File: config.mk
export PLATFORM = sky130hd
export DESIGN_NAME = ptx_regs
export DESIGN_NICKNAME = d
export VERILOG_FILES = /design/src/design/ptx_pkg.sv /design/src/design/ptx_regs.sv
export SDC_FILE = /design/constraint.sdc
export NUM_CORES = 1
export LEC_CHECK = 0
export BUFFER_PORTS_ARGS = -buffer_cell sky130_fd_sc_hd__buf_2
export CORE_AREA = 3 3 227 229
export DETAILED_ROUTE_END_ITERATION = 10
export DIE_AREA = 0 0 230 232
export SLEW_MARGIN = 20
export SYNTH_ARGS = -nofsm -noshare
export SYNTH_HDL_FRONTEND = slang
export SYNTH_SLANG_ARGS = --single-unit
File: constraint.sdc
create_clock -name clk -period 4.65 [get_ports clk]
set_input_delay 0.2325 -clock clk [delete_from_list [all_inputs] [get_ports clk]]
set_output_delay 0.2325 -clock clk [all_outputs]
set_load 0.01 [all_outputs]
File: src/design/ptx_pkg.sv
package ptx_pkg;

  localparam int DIM       = 4;
  localparam int NUM_REGS  = 8;
  localparam int REG_W     = 64;
  localparam int CFG_IDX_W = 4;
  localparam int Q_W       = 32;
  localparam int FRAC_W    = 16;
  localparam int PROD_W    = 2 * Q_W;
  localparam int PAIR_W    = PROD_W + 1;
  localparam int SUM_W     = PROD_W + 2;
  localparam int TOP_W     = SUM_W - FRAC_W - Q_W + 1;

  typedef logic signed [Q_W-1:0]    q_t;
  typedef logic signed [PROD_W-1:0] prod_t;
  typedef logic signed [PAIR_W-1:0] pair_t;
  typedef logic signed [SUM_W-1:0]  sum_t;
  typedef logic [REG_W-1:0]         reg_t;
  typedef logic [CFG_IDX_W-1:0]     cfg_idx_t;

  localparam sum_t ROUND_HALF = sum_t'(1) <<< (FRAC_W - 1);
  localparam q_t   Q_MAX      = {1'b0, {(Q_W-1){1'b1}}};
  localparam q_t   Q_MIN      = {1'b1, {(Q_W-1){1'b0}}};

  // identity matrix
  localparam reg_t REG_RESET [NUM_REGS] = '{
    64'h0000_0000_0001_0000, 64'h0, 64'h0001_0000_0000_0000, 64'h0,
    64'h0, 64'h0000_0000_0001_0000, 64'h0, 64'h0001_0000_0000_0000
  };

endpackage

File: src/design/ptx_regs.sv
module ptx_regs
  import ptx_pkg::*;
(
  input  logic     clk,
  input  logic     rst,
  input  logic     cfg_valid,
  input  cfg_idx_t cfg_index,
  input  reg_t     cfg_data,
  output q_t       mat [DIM][DIM]
);

  reg_t regs [NUM_REGS];

  always_ff @(posedge clk) begin
    if (rst) begin
      for (int i = 0; i < NUM_REGS; i++) regs[i] <= REG_RESET[i];
    end else if (cfg_valid && (cfg_index < cfg_idx_t'(NUM_REGS))) begin
      regs[cfg_index[$clog2(NUM_REGS)-1:0]] <= cfg_data;
    end
  end

  for (genvar r = 0; r < DIM; r++) begin : g_row
    for (genvar c = 0; c < DIM; c++) begin : g_col
      assign mat[r][c] = q_t'(regs[r*2 + c/2][(c%2)*Q_W +: Q_W]);
    end
  end

endmodule

==> results.sh <==
export IMPL_port_buffer_count=582
export IMPL_grt_max_degree=135
export IMPL_max_freq_mhz=438
export IMPL_syn_area_sq_mm=0.0190
export IMPL_cp_arrival_ps=2550
export IMPL_max_slew_margin_rel=0.271
export IMPL_hold_path_end="regs[5][16]"
export IMPL_slowest_stage="o21bai_4"
export IMPL_track_usage=0.218
export IMPL_maxCapViolCount=0
export IMPL_post_synth_inst_count=1219
export IMPL_hp_start="cfg_data[16]"
export IMPL_wire_per_inst_um=24.5
export IMPL_first_iter_violations=1031
export IMPL_clockPowerShare=0.399
export IMPL_dpl_hpwl_um=39200
export IMPL_switching_share=0.237
export IMPL_cp_required_ps=4910
export IMPL_period_minus_slack_ps=2280
export IMPL_viasPerCell=5.20
export IMPL_status="finished, final reports clean"
export IMPL_totalWireLength_um=60800
export IMPL_powerDensity_mw_per_mm2=432
export IMPL_fillers=4422
export IMPL_stdcell_area_sq_mm=0.0243
export IMPL_p_comb_frac=0.084
export IMPL_cts_root_buf="clkbuf_16"
export IMPL_yosys_warnings=0
export IMPL_core_sq_mm=0.0499
export IMPL_p_seq_frac=0.518
export IMPL_vdd_drop_max_mv=0.250
export IMPL_grt_pass1_wl_um=86700
export IMPL_drive_above_1_share=0.404
export IMPL_cp_max_fo=58
export IMPL_final_nets=1833
export IMPL_tightest_slew_ps=1090
export IMPL_syn_avg_cell_area_sq_um=15.6
export IMPL_route_detailed_drc=0
export IMPL_cts_made_buffers=52
export IMPL_clockBufferDepth=3
export IMPL_cp_start_kind="input port"
export IMPL_htreeDepth=2
export IMPL_grt_pass1_vias=12500
export IMPL_endpoint_kind="flop"
export IMPL_cts_tree="yes"
export IMPL_p_sw_w=0.00249
export IMPL_crit_start="rst"
export IMPL_finalSetupViolCount=0
export IMPL_post_dp_cell_area_sq_mm=0.0226
export IMPL_yosysUniqueCellTypes=17
export IMPL_top_regs="regs: 512 flops"
export IMPL_p_leak_nw=8.55
export IMPL_rows=82
export IMPL_largest_register_ffs=512
export IMPL_syn_num_nets=1290
export IMPL_overflow=0
export IMPL_die_x_um=230
export IMPL_place_congestion=0.797
export IMPL_ys_ff_latch=512
export IMPL_critPathBufInv=2
export IMPL_ios=583
export IMPL_clk_pin_slew_ps=60
export IMPL_initial_core_util=0.382
export IMPL_ys_seq_area_frac=0.808
export IMPL_route_vias_total=12900
export IMPL_crit_path_max_incr_delay_ps=900
export IMPL_timing_final_crit_share=0.491
export IMPL_path_delay_family="compound AO/OA/AOI/OAI gates"
export IMPL_largest_register="regs"
export IMPL_hp_class="input port to flop"
export IMPL_cts_sinks=512
export IMPL_rsz0062_at_grt="no"
export IMPL_slew_violations=0
export IMPL_final_hold_violation_count=0
export IMPL_drtAntennaViolNets=0
export IMPL_timing_setup_tns_ps=0
export IMPL_die_area_sq_mm=0.0534
export IMPL_path_cells="buf_2 -> or4_4 -> o21bai_4 -> buf_12"
export IMPL_path_class="input port to flop"
export IMPL_antenna_found_initial=4
export IMPL_drt_pass1_iterations=6
export IMPL_post_cts_setup_buffers=0
export IMPL_die_h_um=232
export IMPL_hold_depth=2
export IMPL_p_int_w=0.00800
export IMPL_area_delta_synth_final_pct=27.5
cell type report:
class                      count  area [sq um]  share of cell area
tap                          672           841              0.0346
antenna                        3          7.51            0.000309
timing repair buffer         606          3130               0.129
multi-input combinational    526          2980               0.123
clock buffer                  62          1360              0.0560
sequential                   512         15400               0.634
inverter                      64           240             0.00990
clock inverter                34           325              0.0134
how the worst max path moves through the flow:
| stage | cells past startpoint | end |
|---|---|---|
| detailed placement | 4 | regs[1][56] |
| floorplan | 4 | regs[2][0] |
| global placement | 4 | regs[1][38] |
| finish | 4 | regs[1][38] |
| CTS | 4 | regs[1][40] |
| global route | 4 | regs[1][39] |
cell usage in the layout (no fill, tap or decap), types with 3 or more instances in the layout:
master,synthesis,final
or3_1,4,4
clkinvlp_4,0,4
buf_4,0,20
clkbuf_16,0,53
edfxtp_1,512,512
buf_2,17,582
clkbuf_1,76,9
clkinv_1,62,75
o21bai_4,0,8
nor3_2,35,35
inv_6,0,3
clkinv_2,0,8
nor3_1,473,473
buf_12,0,3
diode_2,0,3
bufinv_16,0,6
synthesized netlist by cell type:
cell type	n	share of area
nand2b_1	1	0.00033
nand4bb_1	1	0.00059
or4_1	1	0.00039
nand2_1	1	0.00020
buf_6	14	0.0083
clkinv_1	62	0.012
edfxtp_1	512	0.81
or4b_4	1	0.00072
or4b_1	1	0.00053
buf_2	17	0.0045
buf_1	10	0.0020
or3_1	4	0.0013
nor3_2	35	0.018
o21bai_1	8	0.0032
inv_1	2	0.00039
clkbuf_1	76	0.015
nor3_1	473	0.12
metrics by stage:
stage,setup WS (ps),utilization,hold WS (ps),instances,power [W]
floorplan,93.2,-,412,1219,0.00591
global placement,1720,0.452,564,2379,0.00641
detailed placement,1640,0.452,569,2379,0.00642
CTS,2280,0.487,19.6,2476,0.0106
global route,2260,0.487,17.7,2477,0.0108
finish,2370,0.487,49.5,2479,0.0105
power by group through the flow:
stage,clock (W),combinational [W],sequential (W)
after global placement,0,0.000891,0.00552
after CTS,0.00425,0.000897,0.00543
final,0.00418,0.000881,0.00543
after floorplan,0,0.000241,0.00567
after detailed placement,0,0.000897,0.00552
after global routing,0.00441,0.000934,0.00545
cells by family (layout without fill, tap and decap cells):
| kind of cell | after synthesis | in the layout | synth area share |
|---|---|---|---|
| AO/OA/AOI/OAI | 8 | 8 | 0.00316 |
| buffers and inverters | 181 | 766 | 0.0423 |
| flip-flops | 512 | 512 | 0.808 |
| AND/OR/NAND/NOR | 518 | 518 | 0.147 |
| other | 0 | 3 | 0 |
routing by layer:
metal	share of wire	up-vias	GRT usage	routed length (um)
li1	-	5704	-	-
met1	0.39	6403	0.283	23700
met2	0.48	676	0.351	28900
met3	0.11	99	0.0703	6420
met4	0.030	2	0.0690	1800
met5	0.00015	-	0	9
timing repair:
item	in CTS	in global routing
hold endpoints to repair	2	0
hold buffers	1	0
resized for setup	0	0
Power figures use the tool's default switching activity.
