### config.mk
export PLATFORM = sky130hd
export DESIGN_NAME = ptx_sat
export DESIGN_NICKNAME = d
export VERILOG_FILES = /design/src/design/ptx_pkg.sv /design/src/design/ptx_sat.sv
export SDC_FILE = /design/constraint.sdc
export NUM_CORES = 1
export LEC_CHECK = 0
export ABC_AREA = 1
export ABC_CLOCK_PERIOD_IN_PS = 1330
export BUFFER_PORTS_ARGS = -buffer_cell sky130_fd_sc_hd__buf_2
export CAP_MARGIN = 30
export CORE_AREA = 2 2 155 157
export DETAILED_ROUTE_END_ITERATION = 8
export DIE_AREA = 0 0 157 159
export PLACE_DENSITY = 0.55
export SLEW_MARGIN = 20
export SYNTH_ARGS = -nofsm -noshare
export SYNTH_HDL_FRONTEND = slang
export SYNTH_SLANG_ARGS = --single-unit
### constraint.sdc
create_clock -name clk -period 1.33 [get_ports clk]
set_input_delay 0.0665 -clock clk [delete_from_list [all_inputs] [get_ports clk]]
set_output_delay 0.0665 -clock clk [all_outputs]
set_load 0.03 [all_outputs]
### src/design/ptx_pkg.sv
package ptx_pkg;

  localparam int DIM       = 4;
  localparam int NUM_REGS  = 8;
  localparam int REG_W     = 64;
  localparam int CFG_IDX_W = 4;
  localparam int Q_W       = 32;
  localparam int FRAC_W    = 16;
  localparam int PROD_W    = 2 * Q_W;
  localparam int PAIR_W    = PROD_W + 1;
  localparam int SUM_W     = PROD_W + 2;
  localparam int TOP_W     = SUM_W - FRAC_W - Q_W + 1;

  typedef logic signed [Q_W-1:0]    q_t;
  typedef logic signed [PROD_W-1:0] prod_t;
  typedef logic signed [PAIR_W-1:0] pair_t;
  typedef logic signed [SUM_W-1:0]  sum_t;
  typedef logic [REG_W-1:0]         reg_t;
  typedef logic [CFG_IDX_W-1:0]     cfg_idx_t;

  localparam sum_t ROUND_HALF = sum_t'(1) <<< (FRAC_W - 1);
  localparam q_t   Q_MAX      = {1'b0, {(Q_W-1){1'b1}}};
  localparam q_t   Q_MIN      = {1'b1, {(Q_W-1){1'b0}}};

  // identity matrix
  localparam reg_t REG_RESET [NUM_REGS] = '{
    64'h0000_0000_0001_0000, 64'h0, 64'h0001_0000_0000_0000, 64'h0,
    64'h0, 64'h0000_0000_0001_0000, 64'h0, 64'h0001_0000_0000_0000
  };

endpackage

### src/design/ptx_sat.sv
module ptx_sat
  import ptx_pkg::*;
(
  input  logic clk,
  input  logic en,
  input  sum_t sum [DIM],
  output q_t   res [DIM],
  output logic saturated
);

  q_t             res_next [DIM];
  logic [DIM-1:0] clip;

  always_comb begin
    for (int r = 0; r < DIM; r++) begin
      logic [TOP_W-1:0] top;
      top     = sum[r][SUM_W-1 -: TOP_W];
      clip[r] = !((&top) || !(|top));
      if (!clip[r])        res_next[r] = q_t'(sum[r][FRAC_W +: Q_W]);
      else if (sum[r][SUM_W-1]) res_next[r] = Q_MIN;
      else                 res_next[r] = Q_MAX;
    end
  end

  always_ff @(posedge clk) begin
    if (en) begin
      res       <= res_next;
      saturated <= |clip;
    end
  end

endmodule

==> results.sh, run 1 <==
export IMPL_post_drt_wl_per_cell_um=13.4
export IMPL_crit_type="flop to output port"
export IMPL_core_area_mm2=0.0232
export IMPL_synth_simple_gate_area_share=0.268
export IMPL_gr_usage_all_layers=0.139
export IMPL_yosysMostFrequentCell="nand2_1"
export IMPL_cp_cell_sequence="buf_2"
export IMPL_die_width_um=157
export IMPL_drive_above_1_share=0.387
export IMPL_maxSlewViolCount=0
export IMPL_cp_arrival_ns=1.12
export IMPL_worst_slew_pin_slew_ns=0.297
export IMPL_routed_via_density=4.02
export IMPL_hp_class="input port to flop"
export IMPL_fin_crit_ns=1.19
export IMPL_synth_area_leader_cell="edfxtp_1"
export IMPL_yosys_top_cells_area="edfxtp_1 (68%), nand2_1 (19%), nor2_1 (3.6%)"
export IMPL_ant_nets=0
export IMPL_cap_viol_max_count=0
export IMPL_syn2layout_area_growth_pct=70.5
export IMPL_synth_seq_area_share=0.684
export IMPL_ys_warn_count=0
export IMPL_drt_initial_drc_count=278
export IMPL_synth_top_cells_by_count="nand2_1 (292), edfxtp_1 (129), nor2_1 (55), buf_6 (15), nand4_1 (8)"
export IMPL_status="finished, final reports clean"
export IMPL_fin_cells=1346
export IMPL_tritoncts="yes"
export IMPL_die_area_mm2=0.0250
export IMPL_synth_seq_cells=129
export IMPL_drc=0
export IMPL_synth_top_family_by_area="simple AND/OR/NAND/NOR gates"
export IMPL_ff_latch_area_mm2=0.00387
export IMPL_routed_wl_um=18000
export IMPL_power_leakage_nw=4.33
export IMPL_synth_adder_area_share=0
export IMPL_grt_pass1_vias=5555
export IMPL_utilization=0.416
export IMPL_first_pass_iters=4
export IMPL_clkSinkCount=129
export IMPL_async_reset_ff_frac=0
export IMPL_dp_hpwl_um=12200
export IMPL_avgSynthCellArea_um2=10.5
export IMPL_die_h_um=159
export IMPL_period_share=0.893
export IMPL_placedCellCount=1183
export IMPL_power_mw=11.5
export IMPL_p_per_area_mw_per_mm2=1190
export IMPL_ir_worst_vdd_v=0.000677
export IMPL_max_stage_delay_ns=0.48
export IMPL_antenna_found_initial=0
export IMPL_num_fill_cells=2228
export IMPL_start_kind="flop"
export IMPL_fmax_mhz=842
export IMPL_setup_viol=0
export IMPL_htreeDepth=4
export IMPL_synth_compound_area_frac=0
export IMPL_antenna_cells=0
export IMPL_crit_path_end_kind="output port"
export IMPL_slew_headroom=0.801
export IMPL_multi_input_area_mm2=0.00153
export IMPL_synthFlopType="edfxtp_1"
export IMPL_cp_required_ns=1.26
export IMPL_dpl_worst_slack_ns=-0.0321
export IMPL_slowest_stage="edfxtp_1"
export IMPL_yosysUniqueCellTypes=19
export IMPL_clk_pin_slew_ns=0.06
export IMPL_rows=56
export IMPL_vias=5409
export IMPL_finalNetCount=1280
export IMPL_cp_max_fo=1
export IMPL_setup_tns_ns=0
export IMPL_grt_max_degree=47
export IMPL_numPortBuffers=330
export IMPL_synth_fp_nets=806
export IMPL_cts_buffer_depth=2
export IMPL_synth_top_cell_area_share=0.684
export IMPL_finalHoldViolations=0
export IMPL_grt_overflow=0
export IMPL_cts_root_buf="clkbuf_16"
export IMPL_path_delay_family="flip-flops"
export IMPL_rsz0062_at_grt="no"
export IMPL_io_pins=395
export IMPL_synth_edf_count=129
export IMPL_synthXorXnorAreaFrac=0
export IMPL_place_gp_congestion=0.745
export IMPL_start_util=0.244
export IMPL_synthCells=540
export IMPL_numCtsBuffers=17
export IMPL_critPathBufInv=1
export IMPL_synth_area_mm2=0.00566
export IMPL_fin_ws_ns=0.142
export IMPL_grt_pass1_wl_um=27200
export IMPL_synth_mux_area_frac=0
[area by class of cell]
| cell class | count | share of cell area |
|---|---|---|
| inverters | 5 | 0.00194 |
| clock inverters | 15 | 0.0162 |
| repair buffers | 483 | 0.337 |
| clock buffers | 17 | 0.0440 |
| well taps | 319 | 0.0413 |
| flip-flops and latches | 129 | 0.401 |
| multi-input cells | 378 | 0.158 |
[layout by cell type, fill, tap and decap left out, types with 6 or more instances in the layout]
| cell | count |
|---|---|
| buf_2 | 328 |
| nand2_1 | 291 |
| edfxtp_1 | 129 |
| dlygate4sd3_1 | 128 |
| nor2_1 | 54 |
| clkbuf_16 | 18 |
| buf_4 | 14 |
| nand4_1 | 8 |
| buf_12 | 8 |
| nand3_1 | 6 |
| or2_1 | 6 |
[where the power goes]
| group | internal, mW | switching [mW] |
|---|---|---|
| Combinational | 0.790 | 1.18 |
| Sequential | 4.83 | 0.0752 |
| Clock | 2.78 | 1.85 |
| Total | 8.39 | 3.11 |
[logic make-up after synthesis]
logic type / Yosys count
AND/OR/NAND/NOR: 378
buffers and inverters: 33
flip-flops: 129
[state kept, by name, summed over array words and instances (netlist names)]
register / cells
saturated: 1
res: 128
[path summary, 6_finish.rpt]
check / start / end / depth (start not counted)
min: sum[197] / res[95] / 1
max: res[104] / res[104] / 1
[metrics by stage]
stage | instance area (µm²) | hold slack [ns]
after floorplan | 5660 | 0.179
after global placement | 7730 | 0.286
after detailed placement | 7730 | 0.284
after CTS | 9610 | 0.270
after global routing | 9660 | 0.0441
final | 9660 | 0.0337
[metal layers]
layer  global-route usage  share of wire  wire length [µm]
met2                0.235           0.49              8910
met1                0.163           0.42              7480
met5                    0              0                 0
met3               0.0419          0.066              1190
met4               0.0571          0.025               446
[what timing repair did]
action,in CTS,in global routing
endpoints found under the hold margin,142,0
gates resized for setup,0,4
hold buffers,129,0
buffers inserted,0,1
setup endpoints to repair,0,32
(Power assumes the default switching activity.)
==> run 2, diff against run 1 <==
ABC_CLOCK_PERIOD_IN_PS = 1200   (was 1330)
clock period = 1.2 ns   (was 1.33 ns; I/O delays follow)
==> run 2 against run 1 <==
Compared with the run above:
- sequential power is 11% higher
- sequential share of layout area decreased by 0.15 points
- clock power is 11% higher
- die area unchanged
- setup slack lost 0.12 ns
- combinational power is 11% higher
- count of clock-buffer cells in the layout unchanged
- hold slack lost 0.020 ns
- core utilization up 0.16 points
- cell count is 0.52% higher
- global-route usage is 0.28 points higher
- critical path type unchanged
- largest cell class unchanged
- largest power group unchanged
==> results.sh, run 2 (synthesis gave the netlist of run 1 again) <==
export IMPL_status="finished, final reports clean"
export IMPL_hold_worst_slack_ns=0.0135
export IMPL_grt_overflow=0
export IMPL_die_h_um=159
export IMPL_fin_crit_ns=1.18
export IMPL_critPathBufInv=1
export IMPL_routed_wl_um=17800
export IMPL_htreeDepth=4
export IMPL_hp_class="input port to flop"
export IMPL_numPortBuffers=330
export IMPL_p_per_area_mw_per_mm2=1320
export IMPL_slowest_stage="edfxtp_1"
export IMPL_dp_hpwl_um=12500
export IMPL_setup_viol=0
export IMPL_setup_tns_ns=0
export IMPL_drive_above_1_share=0.389
export IMPL_fin_ws_ns=0.0198
export IMPL_syn2layout_area_growth_pct=71.2
export IMPL_cts_root_buf="clkbuf_16"
export IMPL_tritoncts="yes"
export IMPL_power_leakage_nw=4.35
export IMPL_dpl_instance_area_mm2=0.00783
export IMPL_largest_reg_flops=128
export IMPL_clkSinkCount=129
export IMPL_hold_depth=1
export IMPL_max_stage_delay_ns=0.48
export IMPL_crit_type="flop to output port"
export IMPL_top_regs="res x128, saturated x1"
export IMPL_grt_pass1_vias=5587
export IMPL_finalHoldViolations=0
export IMPL_cp_max_fo=2
export IMPL_cp_arrival_ns=1.12
export IMPL_power_mw=12.8
export IMPL_vias=5479
export IMPL_cp_cell_sequence="buf_2"
export IMPL_gr_usage_all_layers=0.141
export IMPL_final_cell_mix="buf_2 (329), nand2_1 (292), edfxtp_1 (129), dlygate4sd3_1 (128), nor2_1 (55)"
export IMPL_maxSlewViolCount=0
export IMPL_cap_viol_max_count=0
export IMPL_core_area_mm2=0.0232
export IMPL_routed_via_density=4.05
export IMPL_period_share=0.984
export IMPL_grt_max_degree=32
export IMPL_num_fill_cells=2248
export IMPL_first_pass_iters=6
export IMPL_rsz0062_at_grt="no"
export IMPL_start_util=0.244
export IMPL_place_gp_congestion=0.752
export IMPL_finalInstanceArea_mm2=0.00969
export IMPL_ir_worst_vdd_v=0.000747
export IMPL_ant_nets=0
export IMPL_drc=0
export IMPL_cp_required_ns=1.14
export IMPL_fmax_mhz=847
export IMPL_worst_slew_pin_slew_ns=0.248
export IMPL_crit_path_end_kind="output port"
export IMPL_dpl_worst_slack_ns=-0.130
export IMPL_drt_initial_drc_count=286
export IMPL_hold_end="res[95]"
export IMPL_die_width_um=157
export IMPL_antenna_found_initial=0
export IMPL_grt_pass1_wl_um=27800
export IMPL_path_delay_family="flip-flops"
export IMPL_rows=56
export IMPL_numCtsBuffers=17
export IMPL_io_pins=395
export IMPL_final_common_cell="buf_2"
export IMPL_die_area_mm2=0.0250
export IMPL_post_drt_wl_per_cell_um=13.2
export IMPL_largest_register="res"
export IMPL_clk_pin_slew_ns=0.06
export IMPL_hp_start="en"
export IMPL_finalNetCount=1286
export IMPL_start_kind="flop"
export IMPL_ctsResizeCount=0
export IMPL_cts_buffer_depth=2
export IMPL_slew_headroom=0.835
[run 2: worst max path at each step]
stage                     endpoint     start  cells past startpoint
final                     res[104]  res[104]                      1
after global routing      res[104]  res[104]                      1
after detailed placement    res[7]   sum[48]                      7
after CTS                 res[104]  res[104]                      1
after floorplan           res[100]  sum[246]                      6
after global placement     res[11]   sum[48]                      7
[run 2: repair_timing]
action,CTS,global route
hold buffers,128,0
setup buffers,0,0
hold endpoints to repair,128,0
[run 2: stage by stage]
step                 util  cells
floorplan               -    540
global placement    0.338   1192
detailed placement  0.338   1192
CTS                 0.418   1352
global route        0.418   1352
finish              0.418   1353
[run 2: per-layer routing]
| layer | up-vias | part of all wire | GRT usage |
|---|---|---|---|
| met4 | 0 | 0.020 | 0.0521 |
| met1 | 2506 | 0.40 | 0.159 |
| li1 | 2733 | - | - |
| met3 | 26 | 0.072 | 0.0452 |
| met2 | 214 | 0.51 | 0.248 |
| met5 | - | 0 | 0 |
[run 2: final cells by class]
| class | count | area (µm²) | area share |
|---|---|---|---|
| clock inverter | 15 | 158 | 0.0163 |
| inverter | 5 | 18.8 | 0.00194 |
| multi-input combinational | 378 | 1520 | 0.157 |
| timing repair buffer | 489 | 3300 | 0.340 |
| antenna | 1 | 2.50 | 0.000258 |
| sequential | 129 | 3870 | 0.400 |
| tap | 319 | 399 | 0.0412 |
| clock buffer | 17 | 425 | 0.0439 |
[run 2: power breakdown]
part	switching, mW	leakage (nW)	total, mW	internal (mW)
clock	2.04	0.277	5.12	3.08
sequential	0.0909	1.26	5.44	5.35
combinational	1.30	2.81	2.19	0.890
total	3.43	4.35	12.8	9.32
